<file path="src/rpa_pkg.sv">
// ----------------------------------------------------------------------------
// rpa_pkg
// Shared codes, types and defaults of the reference-counted page allocator.
// ----------------------------------------------------------------------------
package rpa_pkg;

	localparam int DEF_NUM_PAGES = 256;
	localparam int DEF_REF_BITS  = 8;

	// request kinds
	localparam logic [1:0] MODE_ALLOC  = 2'd0;
	localparam logic [1:0] MODE_FREE   = 2'd1;
	localparam logic [1:0] MODE_INCREF = 2'd2;
	localparam logic [1:0] MODE_PEEK   = 2'd3;

	// result status codes
	localparam logic [1:0] STAT_OK        = 2'd0;
	localparam logic [1:0] STAT_EMPTY     = 2'd1;
	localparam logic [1:0] STAT_NOT_OWNED = 2'd2;
	localparam logic [1:0] STAT_OVERFLOW  = 2'd3;

	// controller states
	typedef enum logic [1:0] {
		S_IDLE = 2'b01,
		S_EXEC = 2'b10
	} state_t;

	// controller to datapath commands
	typedef struct packed {
		logic capture;  // latch request, read both memories
		logic exec;     // update memories and result registers
	} cmd_t;

endpackage

</file>
<file path="src/rpa_ctrl.sv">
// ----------------------------------------------------------------------------
// rpa_ctrl
// Two-state sequencer: capture a request, then execute it, then strobe.
// ----------------------------------------------------------------------------
module rpa_ctrl (
	input  logic          clk,
	input  logic          arst_n,
	input  logic          start,
	output rpa_pkg::cmd_t cmd,
	output logic          busy,
	output logic          done
);
	import rpa_pkg::*;

	state_t state_q;
	state_t state_nxt;
	logic   done_q;

	// advance: accept in idle, execute, then return to idle
	always_comb begin
		state_nxt = state_q;
		case (state_q)
			S_IDLE: begin
				if (start) state_nxt = S_EXEC;
			end
			S_EXEC: begin
				state_nxt = S_IDLE;
			end
			default: begin
				state_nxt = S_IDLE;
			end
		endcase
	end

	always_ff @(posedge clk or negedge arst_n) begin
		if (!arst_n) begin
			state_q <= S_IDLE;
			done_q  <= 1'b0;
		end else begin
			state_q <= state_nxt;
			done_q  <= cmd.exec;
		end
	end

	assign busy        = (state_q != S_IDLE);
	assign cmd.capture = start && (state_q == S_IDLE);
	assign cmd.exec    = (state_q == S_EXEC);
	assign done        = done_q;

endmodule

</file>
<file path="src/rpa_datapath.sv">
// ----------------------------------------------------------------------------
// rpa_datapath
// Free stack and count memories, stack depth, watermark and result registers.
// ----------------------------------------------------------------------------
module rpa_datapath #(
	parameter int NUM_PAGES = rpa_pkg::DEF_NUM_PAGES,
	parameter int REF_BITS  = rpa_pkg::DEF_REF_BITS
) (
	input  logic          clk,
	input  logic          arst_n,
	input  rpa_pkg::cmd_t cmd,
	input  logic [1:0]    mode,
	input  logic [7:0]    page,
	output logic [1:0]    status,
	output logic [7:0]    alloc_page,
	output logic [7:0]    ref_count,
	output logic          returned_to_pool,
	output logic [8:0]    free_count
);
	import rpa_pkg::*;

	localparam int PW = $clog2(NUM_PAGES);
	localparam int DW = $clog2(NUM_PAGES + 1);
	localparam logic [REF_BITS-1:0] REF_MAX = {REF_BITS{1'b1}};
	localparam logic [DW-1:0]       DEPTH_FULL = DW'(NUM_PAGES);

	// memories
	logic [PW-1:0]       stack_mem [NUM_PAGES];
	logic [REF_BITS-1:0] ref_mem   [NUM_PAGES];

	// depth and low watermark: no stack entry or count below the
	// watermark has been written since reset
	logic [DW-1:0] depth_q;
	logic [DW-1:0] wm_q;

	// captured request and read data
	logic [1:0]          mode_s1;
	logic [7:0]          page_s1;
	logic [PW-1:0]       stk_rd_s1;
	logic [REF_BITS-1:0] ref_rd_s1;

	// result registers
	logic [1:0]    status_q;
	logic [7:0]    alloc_page_q;
	logic [7:0]    ref_count_q;
	logic          back_q;
	logic [8:0]    free_count_q;

	// execute-cycle signals
	logic                in_range;
	logic                ref_written;
	logic [REF_BITS-1:0] cur_ref;
	logic [DW-1:0]       top_pos;
	logic [PW-1:0]       top_page;
	logic [1:0]          stat_nxt;
	logic [PW-1:0]       got_nxt;
	logic [REF_BITS-1:0] cnt_nxt;
	logic                back_nxt;
	logic [DW-1:0]       depth_nxt;
	logic                ref_we;
	logic [PW-1:0]       ref_wa;
	logic [REF_BITS-1:0] ref_wd;
	logic                stk_we;

	// stack memory: push on execute, read top on capture
	always_ff @(posedge clk) begin
		if (cmd.exec && stk_we) stack_mem[PW'(depth_q)] <= PW'(page_s1);
		if (cmd.capture) stk_rd_s1 <= stack_mem[PW'(depth_q - DW'(1))];
	end

	// count memory: write on execute, read addressed page on capture
	always_ff @(posedge clk) begin
		if (cmd.exec && ref_we) ref_mem[ref_wa] <= ref_wd;
		if (cmd.capture) ref_rd_s1 <= ref_mem[PW'(page)];
	end

	// hold request fields
	always_ff @(posedge clk) begin
		if (cmd.capture) begin
			mode_s1 <= mode;
			page_s1 <= page;
		end
	end

	// resolve values of entries that were never written
	assign in_range    = 32'(page_s1) < 32'(NUM_PAGES);
	assign ref_written = 32'(page_s1) >= 32'(wm_q);
	assign cur_ref     = (in_range && ref_written) ? ref_rd_s1 : '0;
	assign top_pos     = depth_q - DW'(1);
	assign top_page    = (top_pos < wm_q) ? PW'(top_pos) : stk_rd_s1;

	// decode the request
	always_comb begin
		stat_nxt  = STAT_OK;
		got_nxt   = '0;
		cnt_nxt   = '0;
		back_nxt  = 1'b0;
		depth_nxt = depth_q;
		ref_we    = 1'b0;
		ref_wa    = PW'(page_s1);
		ref_wd    = '0;
		stk_we    = 1'b0;
		case (mode_s1)
			MODE_ALLOC: begin
				if (depth_q == '0 || depth_q > DEPTH_FULL) begin
					stat_nxt = STAT_EMPTY;
				end else begin
					depth_nxt = top_pos;
					got_nxt   = top_page;
					cnt_nxt   = REF_BITS'(1);
					ref_we    = 1'b1;
					ref_wa    = top_page;
					ref_wd    = REF_BITS'(1);
				end
			end
			MODE_FREE: begin
				if (!in_range || cur_ref == '0) begin
					stat_nxt = STAT_NOT_OWNED;
				end else begin
					cnt_nxt = cur_ref - REF_BITS'(1);
					ref_we  = 1'b1;
					ref_wd  = cnt_nxt;
					if (cnt_nxt == '0 && depth_q < DEPTH_FULL) begin
						stk_we    = 1'b1;
						depth_nxt = depth_q + DW'(1);
						back_nxt  = 1'b1;
					end
				end
			end
			MODE_INCREF: begin
				if (!in_range || cur_ref == '0) begin
					stat_nxt = STAT_NOT_OWNED;
				end else if (cur_ref == REF_MAX) begin
					stat_nxt = STAT_OVERFLOW;
					cnt_nxt  = cur_ref;
				end else begin
					cnt_nxt = cur_ref + REF_BITS'(1);
					ref_we  = 1'b1;
					ref_wd  = cnt_nxt;
				end
			end
			default: begin
				cnt_nxt = cur_ref;
			end
		endcase
	end

	// advance depth and watermark
	always_ff @(posedge clk or negedge arst_n) begin
		if (!arst_n) begin
			depth_q <= DEPTH_FULL;
			wm_q    <= DEPTH_FULL;
		end else if (cmd.exec) begin
			depth_q <= depth_nxt;
			if (depth_nxt < wm_q) wm_q <= depth_nxt;
		end
	end

	// load result registers
	always_ff @(posedge clk) begin
		if (cmd.exec) begin
			status_q     <= stat_nxt;
			alloc_page_q <= 8'(got_nxt);
			ref_count_q  <= 8'(cnt_nxt);
			back_q       <= back_nxt;
			free_count_q <= 9'(depth_nxt);
		end
	end

	assign status           = status_q;
	assign alloc_page       = alloc_page_q;
	assign ref_count        = ref_count_q;
	assign returned_to_pool = back_q;
	assign free_count       = free_count_q;

endmodule

</file>
<file path="src/refcounted_page_allocator.sv">
// ----------------------------------------------------------------------------
// refcounted_page_allocator
// LIFO free-page stack with a reference count per page.
// ----------------------------------------------------------------------------
// A request is taken at a clock edge with start high and busy low. The
// accepting edge reads the top of the free stack and the addressed page's
// count; in the execute state that follows, the count memory (and the stack
// on a push) is written and the result is loaded. The result is shown with
// done high for exactly one cycle, and busy is already low in that cycle, so
// a new request may be accepted then, but not while busy. The receiver cannot
// stall: it must take each result in its done cycle. No clearing pass runs
// after reset; a watermark on the stack depth marks the entries not yet written.
module refcounted_page_allocator #(
	parameter int NUM_PAGES = rpa_pkg::DEF_NUM_PAGES,
	parameter int REF_BITS  = rpa_pkg::DEF_REF_BITS
) (
	input  logic       clk,
	input  logic       arst_n,
	input  logic       start,
	output logic       busy,
	input  logic [1:0] mode,
	input  logic [7:0] page,
	output logic       done,
	output logic [1:0] status,
	output logic [7:0] alloc_page,
	output logic [7:0] ref_count,
	output logic       returned_to_pool,
	output logic [8:0] free_count
);
	import rpa_pkg::*;

	cmd_t cmd;

	rpa_ctrl u_ctrl (
		.clk    (clk),
		.arst_n (arst_n),
		.start  (start),
		.cmd    (cmd),
		.busy   (busy),
		.done   (done)
	);

	rpa_datapath #(
		.NUM_PAGES (NUM_PAGES),
		.REF_BITS  (REF_BITS)
	) u_dp (
		.clk              (clk),
		.arst_n           (arst_n),
		.cmd              (cmd),
		.mode             (mode),
		.page             (page),
		.status           (status),
		.alloc_page       (alloc_page),
		.ref_count        (ref_count),
		.returned_to_pool (returned_to_pool),
		.free_count       (free_count)
	);

endmodule

</file>
<file path="config.mk">
export PLATFORM = sky130hd
export DESIGN_NAME = refcounted_page_allocator
export DESIGN_NICKNAME = d
export VERILOG_FILES = /design/src/rpa_pkg.sv /design/src/rpa_ctrl.sv /design/src/rpa_datapath.sv /design/src/refcounted_page_allocator.sv
export SDC_FILE = /design/constraint.sdc
export NUM_CORES = 2
export LEC_CHECK = 0
export BUFFER_PORTS_ARGS = -buffer_cell sky130_fd_sc_hd__buf_2
export CAP_MARGIN = 0
export CORE_MARGIN = 4
export CORE_UTILIZATION = 54
export CTS_CLUSTER_DIAMETER = 100
export DETAILED_ROUTE_END_ITERATION = 10
export PLACE_DENSITY = 0.65
export SETUP_SLACK_MARGIN = 0.1
export SYNTH_ARGS = -nofsm -noshare
export SYNTH_HDL_FRONTEND = slang
export SYNTH_SLANG_ARGS = --single-unit
</file>
<file path="constraint.sdc">
create_clock -name clk -period 59.1 [get_ports clk]
set_clock_uncertainty 0.15 [all_clocks]
set_input_delay 11.82 -clock clk [delete_from_list [all_inputs] [get_ports clk]]
set_output_delay 11.82 -clock clk [all_outputs]
set_load 0.005 [all_outputs]
</file>
[Word level (Yosys, flattened, before mapping)]
Memory sizes are Yosys's and may differ from the RTL's. A register that Yosys moved wholly into a read port is not among the register bits.
Index checks and enable logic that the tools add are counted.
Storage, ports and cells
  bits in writable memories: 4096
  latch bits: 0
  memory bits (read-only): 0
  logic and storage cells: 76
  register bits after elaboration: 59
  input port bits: 13
  memories kept: 2
Memory list
  u_dp.ref_mem: words 256, bits a word 8, read ports 1, clocked after Yosys merged registers in 1, write ports 1, line rpa_datapath.sv:29  | logic [REF_BITS-1:0] ref_mem [NUM_PAGES];
  u_dp.stack_mem: words 256, bits a word 8, read ports 1, clocked after Yosys merged registers in 1, write ports 1, line rpa_datapath.sv:28  | logic [PW-1:0] stack_mem [NUM_PAGES];
Cells by class
  order comparisons: 5
  multiplexer cells: 35
  $add $sub $neg: 4
  divide/modulo/power cells: 0
  bitwise operators: 1
  multiply operators: 0
  shift-type cells: 0
  reductions and logical operators: 11
  equal/unequal tests: 7
Operators by type and width (number)
  $mux 8: 9
  $pmux 8 s3: 2
  $mux 9: 3
  $lt 9x9->1: 2
  $pmux 9 s2: 1
  $logic_not 8->1: 2
  $mux 1: 13
  $mux 2: 5
  $add 9x1->9 const B: 1
  $ge 8x9->1: 1
  $gt 9x9->1 const B: 1
  $logic_not 9->1: 1
  $lt 9x9->1 const B: 1
  $sub 9x1->9 const B: 1
  $add 8x1->8 const B: 1
  $eq 8x8->1 const B: 1
  $sub 8x1->8 const B: 1
  $pmux 2 s3: 1
  $eq 2x1->1 const B: 2
  $eq 2x2->1 const B: 2
  $logic_and 1x1->1: 4
  $pmux 1 s3: 1
  $logic_not 2->1: 1
  $ne 2x1->1 const B: 1
  other kinds (5): 5

[Logic depth before layout (Yosys ltp)]
  depth after elaboration: 11
  depth in mapped cells: 24

[Cells and area by module]
From an unflattened synthesis, not the netlist that was laid out.
Second synthesis, totals
  cell total of the unflattened synthesis: 7093
  area, all modules: 162352.0 um2
By module, submodules not included
  rpa_datapath: times used 1, cells each 7085, area each 162238.1 um2
  rpa_ctrl: times used 1, cells each 8, area each 113.9 um2

[Worst setup path before layout]
No wires, ideal clock.
  path kind: flip-flop to flip-flop
  start point: register u_dp.page_s1[6]
  end point: memory u_dp.ref_mem[0][4] (netlist bit), data pin
  library setup time: 2.272 ns
  slack: 40.423 ns
  arrival time: 16.255 ns
  period minus slack after synthesis: 18.677 ns
  data required time: 56.678 ns
  cell stages (with the launch flop): 12
  cell sequence: edfxtp_1 -> ha_1 -> and4b_1 -> nand3_1 -> o21ai_1 -> clkbuf_1 -> nand2_1 -> ha_1 -> nor3b_1 -> nand3b_1 -> o21ai_0 -> o32ai_1
Between the ends
  word-level cells in the longest chain between the ends: 6
  elaborated cells on any way between the ends: 10
Ends and longest elaborated chain
  start: declaration: line rpa_datapath.sv:38  | logic [7:0] page_s1;
  start signal: assignment: line rpa_datapath.sv:81  | page_s1 <= page;
  $ge 8x9->1 (*): line rpa_datapath.sv:87  | assign ref_written = 32'(page_s1) >= 32'(wm_q);
  $mux 8 (*): line rpa_datapath.sv:88  | assign cur_ref = (in_range && ref_written) ? ref_rd_s1 : '0;
  $add 8x1->8 or $eq 8x8->1 (tied branches): line rpa_datapath.sv:137, rpa_datapath.sv:133
  $mux 8: line rpa_datapath.sv:133  | end else if (cur_ref == REF_MAX) begin
  $mux 8: line rpa_datapath.sv:131  | if (!in_range || cur_ref == '0) begin
  $pmux 8 s3 (*): line rpa_datapath.sv:103  | case (mode_s1)
  net u_dp.ref_wd[4]: line rpa_datapath.sv:62  | logic [REF_BITS-1:0] ref_wd;
  end: declaration: line rpa_datapath.sv:29
The timed path passes the listed nets; every way through them passes the cells marked *.

==> results.sh <==
export IMPL_wire_per_inst_um=32.72
export IMPL_synth_edff_count=4150
export IMPL_drive_above_1_share_pct=28.59
export IMPL_fillers=20309
export IMPL_fin_area_sq_mm=0.1804
export IMPL_die_height_um=556.0
export IMPL_synth_nets=7041
export IMPL_ir_drop_v=0.00006337
export IMPL_worst_setup_path_type="in -> reg"
export IMPL_yosysWarnings=0
export IMPL_syn_avg_cell_area_sq_um=23.18
export IMPL_cts_tree="yes"
export IMPL_grt_ovfl_total=0
export IMPL_dieArea_sq_mm=0.3091
export IMPL_multiInputGateArea_sq_mm=0.03545
export IMPL_grt_pass1_vias=74801
export IMPL_critPathRequiredTime_ns=59.54
export IMPL_p_leak_nw=55.25
export IMPL_syn_to_final_growth_pct=11.27
export IMPL_min_path_type="reg -> reg"
export IMPL_io_pins=43
export IMPL_grt_max_degree=242
export IMPL_portBuffers=42
export IMPL_antenna_found_initial=7
export IMPL_powerDensity_mw_per_mm2=45.35
export IMPL_cts_sinks=4171
export IMPL_vias=74395
export IMPL_setup_tns_ns=0
export IMPL_initial_core_util_pct=54.45
export IMPL_status="completed"
export IMPL_cp_arrival_ns=17.13
export IMPL_dr_pass1_iters=7
export IMPL_htreeDepth=5
export IMPL_start_kind="primary input"
export IMPL_track_usage_pct=24.32
export IMPL_hold_viol=0
export IMPL_crit_path_end_kind="register"
export IMPL_insertion_delay_ns=0.91
export IMPL_synth_top_area_share_pct=76.86
export IMPL_post_route_drc_count=0
export IMPL_viasPerCell=6.483
export IMPL_cts_root_buf="clkbuf_16"
export IMPL_grt_setup_unrepaired="no"
export IMPL_cts_buffer_depth=4
export IMPL_clk_pin_slew_worst_paths_ns=0.06
export IMPL_synth_top_cells_by_area="edfxtp_1 (77%), mux4_2 (18%), nor2_1 (1.2%)"
export IMPL_cp_max_fo=71
export IMPL_cts_made_buffers=411
export IMPL_nets=7230
export IMPL_ys_ff_latch=4171
export IMPL_hpwl_mm=217.0
export IMPL_rows=200
export IMPL_ant_nets=0
export IMPL_fin_crit_ns=16.69
export IMPL_ys_flop_type="edfxtp_1"
export IMPL_synth_cells=6996
export IMPL_relSlewSlack_pct=12.68
export IMPL_synth_area_sq_mm=0.1621
export IMPL_setup_violations_final=0
export IMPL_synth_cell_types=89
export IMPL_yosys_area_top_type="edfxtp_1"
export IMPL_cts_hold_buffers=0
export IMPL_drv_slew=0
export IMPL_drt_iter0_markers=9776
export IMPL_post_cts_resize_count=0
export IMPL_synthArstFlopShare_pct=0.5035
export IMPL_placedInstanceArea_sq_mm=0.1671
export IMPL_maxCapViolCount=0
export IMPL_regArea_sq_mm=0.1252
export IMPL_period_share_pct=28.24
export IMPL_routed_wl_mm=375.4
export IMPL_core_area_sq_mm=0.2978
export IMPL_routabilityCongestion=0.8493
export IMPL_post_cts_buffers=0
export IMPL_maxClockFrequency_mhz=59.92
export IMPL_worstMarginPinSlew_ns=1.300
export IMPL_die_w_um=556.0
export IMPL_yosysSeqAreaShare_pct=77.18
export IMPL_grt_pass1_wl_mm=544.0
==> cell usage in the layout, fill, tap and decap left out, types with 6 or more instances in the layout <==
cell / count
a21oi_1: 13
a221oi_1: 32
a22o_1: 33
a22oi_1: 85
buf_12: 14
buf_2: 38
buf_4: 126
bufinv_16: 39
clkbuf_1: 76
clkbuf_16: 420
clkinv_1: 96
clkinv_2: 83
clkinv_4: 6
clkinvlp_4: 20
dfrtp_1: 17
diode_2: 6
edfxtp_1: 4150
ha_1: 31
inv_1: 37
inv_6: 8
mux2_4: 9
mux4_2: 1281
nand2_1: 98
nand2_2: 17
nand3_1: 20
nand4_1: 8
nand4_4: 10
nor2_1: 528
nor2b_1: 8
nor3_1: 19
o211ai_1: 10
o21ai_0: 13
o221ai_1: 17
or3_1: 6
xnor2_1: 11
xor2_1: 9
==> flip-flops by register name, indices dropped and copies added (netlist names) <==
name	cells
u_dp.ref_mem	2048
u_dp.ref_count	8
u_dp.alloc_page	8
u_ctrl.state_q	2
u_dp.mode_s1	2
u_dp.status	2
u_dp.stk_rd_s1	8
u_dp.wm_q	9
u_dp.stack_mem	2048
u_dp.returned_to_pool	1
u_dp.page_s1	8
u_dp.free_count	9
u_dp.ref_rd_s1	8
u_ctrl.done	1
u_dp.depth_q	9
==> stage by stage <==
step                      power, mW  setup slack [ns]  utilization, %  hold WS, ns  cells
after CTS                     8.239             42.32           60.58       0.3652  11469
final                         8.182             42.41           60.58       0.3637  11475
after global routing          8.440             41.92           60.58       0.3847  11471
after global placement        5.670             41.41           56.13       0.3477  10711
after floorplan               4.957             40.42               -       0.3319   6996
after detailed placement      5.698             41.37           56.13       0.3461  10711
==> synth_stat cells, drive strengths merged (7+ instances only) <==
cell type  number
ha             32
nor2b          10
a22oi          85
buf           170
mux4         1281
mux2           14
edfxtp       4150
a221oi         35
or3             7
nor3           21
clkbuf        236
a22o           33
o211ai         11
dfrtp          18
o21ai          21
nor2          533
and2            7
xnor2          13
a21oi          16
inv            39
nand2         116
nand3          23
o221ai         18
xor2           11
nand4          21
==> worst max-delay path, stage by stage <==
cell,delay [ns]
buf_8,0.60
buf_4,0.86
buf_4,0.79
buf_4,0.74
mux4_2,0.58
mux4_2,0.54
a22oi_1,0.16
nand2_1,0.09
a22oi_1,0.57
o221ai_1,0.24
==> cell type report <==
| class | count | share of cell area (%) |
|---|---|---|
| inverters | 39 | 0.08114 |
| multi-input cells | 2380 | 19.65 |
| clock buffers | 496 | 5.984 |
| clock inverters | 262 | 1.359 |
| repair buffers | 182 | 0.8163 |
| diodes | 6 | 0.008322 |
| well taps | 3939 | 2.732 |
| flip-flops and latches | 4171 | 69.37 |
==> per-layer routing <==
metal  share of wire [%]  global-route usage, %
met1                  39                  34.81
met5                   0                      0
met3                 7.2                  3.468
met2                  50                  39.31
met4                 3.8                  8.106
==> where the power goes <==
part	leakage (nW)	total [mW]	internal, mW	switching (mW)
sequential	37.9	3.45	3.43	0.0239
clock	6.45	2.57	1.47	1.09
combinational	10.9	2.16	0.836	1.33
total	55.3	8.18	5.74	2.44
==> path summary, 6_finish.rpt <==
kind / from / end / slack, ns / depth (start not counted)
max: page[0] / u_dp.ref_rd_s1[3] / 42.41 / 10
min: u_dp.wm_q[7] / u_dp.wm_q[7] / 0.36 / 1
max reg2reg: u_dp.depth_q[0] / u_dp.ref_mem[202][7] / 51.04 / 13
min reg2reg: u_dp.wm_q[7] / u_dp.wm_q[7] / 0.36 / 1
max in group asynchronous: arst_n / u_dp.depth_q[0] / 47.66 / 1
min in group asynchronous: arst_n / u_ctrl.done / 10.73 / 1
==> cell families (layout without fill, tap and decap cells) <==
logic type / count (synthesis) / count (layout) / synth area share [%]
flip-flops: 4171 / 4171 / 77.18
multiplexers: 1297 / 1297 / 17.92
AND/OR/NAND/NOR: 770 / 770 / 2.097
buffers and inverters: 445 / 979 / 1.137
AO/OA/AOI/OAI: 257 / 257 / 1.272
adder cells (fa/ha/maj): 32 / 32 / 0.2469
XOR/XNOR: 24 / 24 / 0.1389
other: 0 / 6 / 0
No activity file was read; power rests on OpenSTA's default activity.
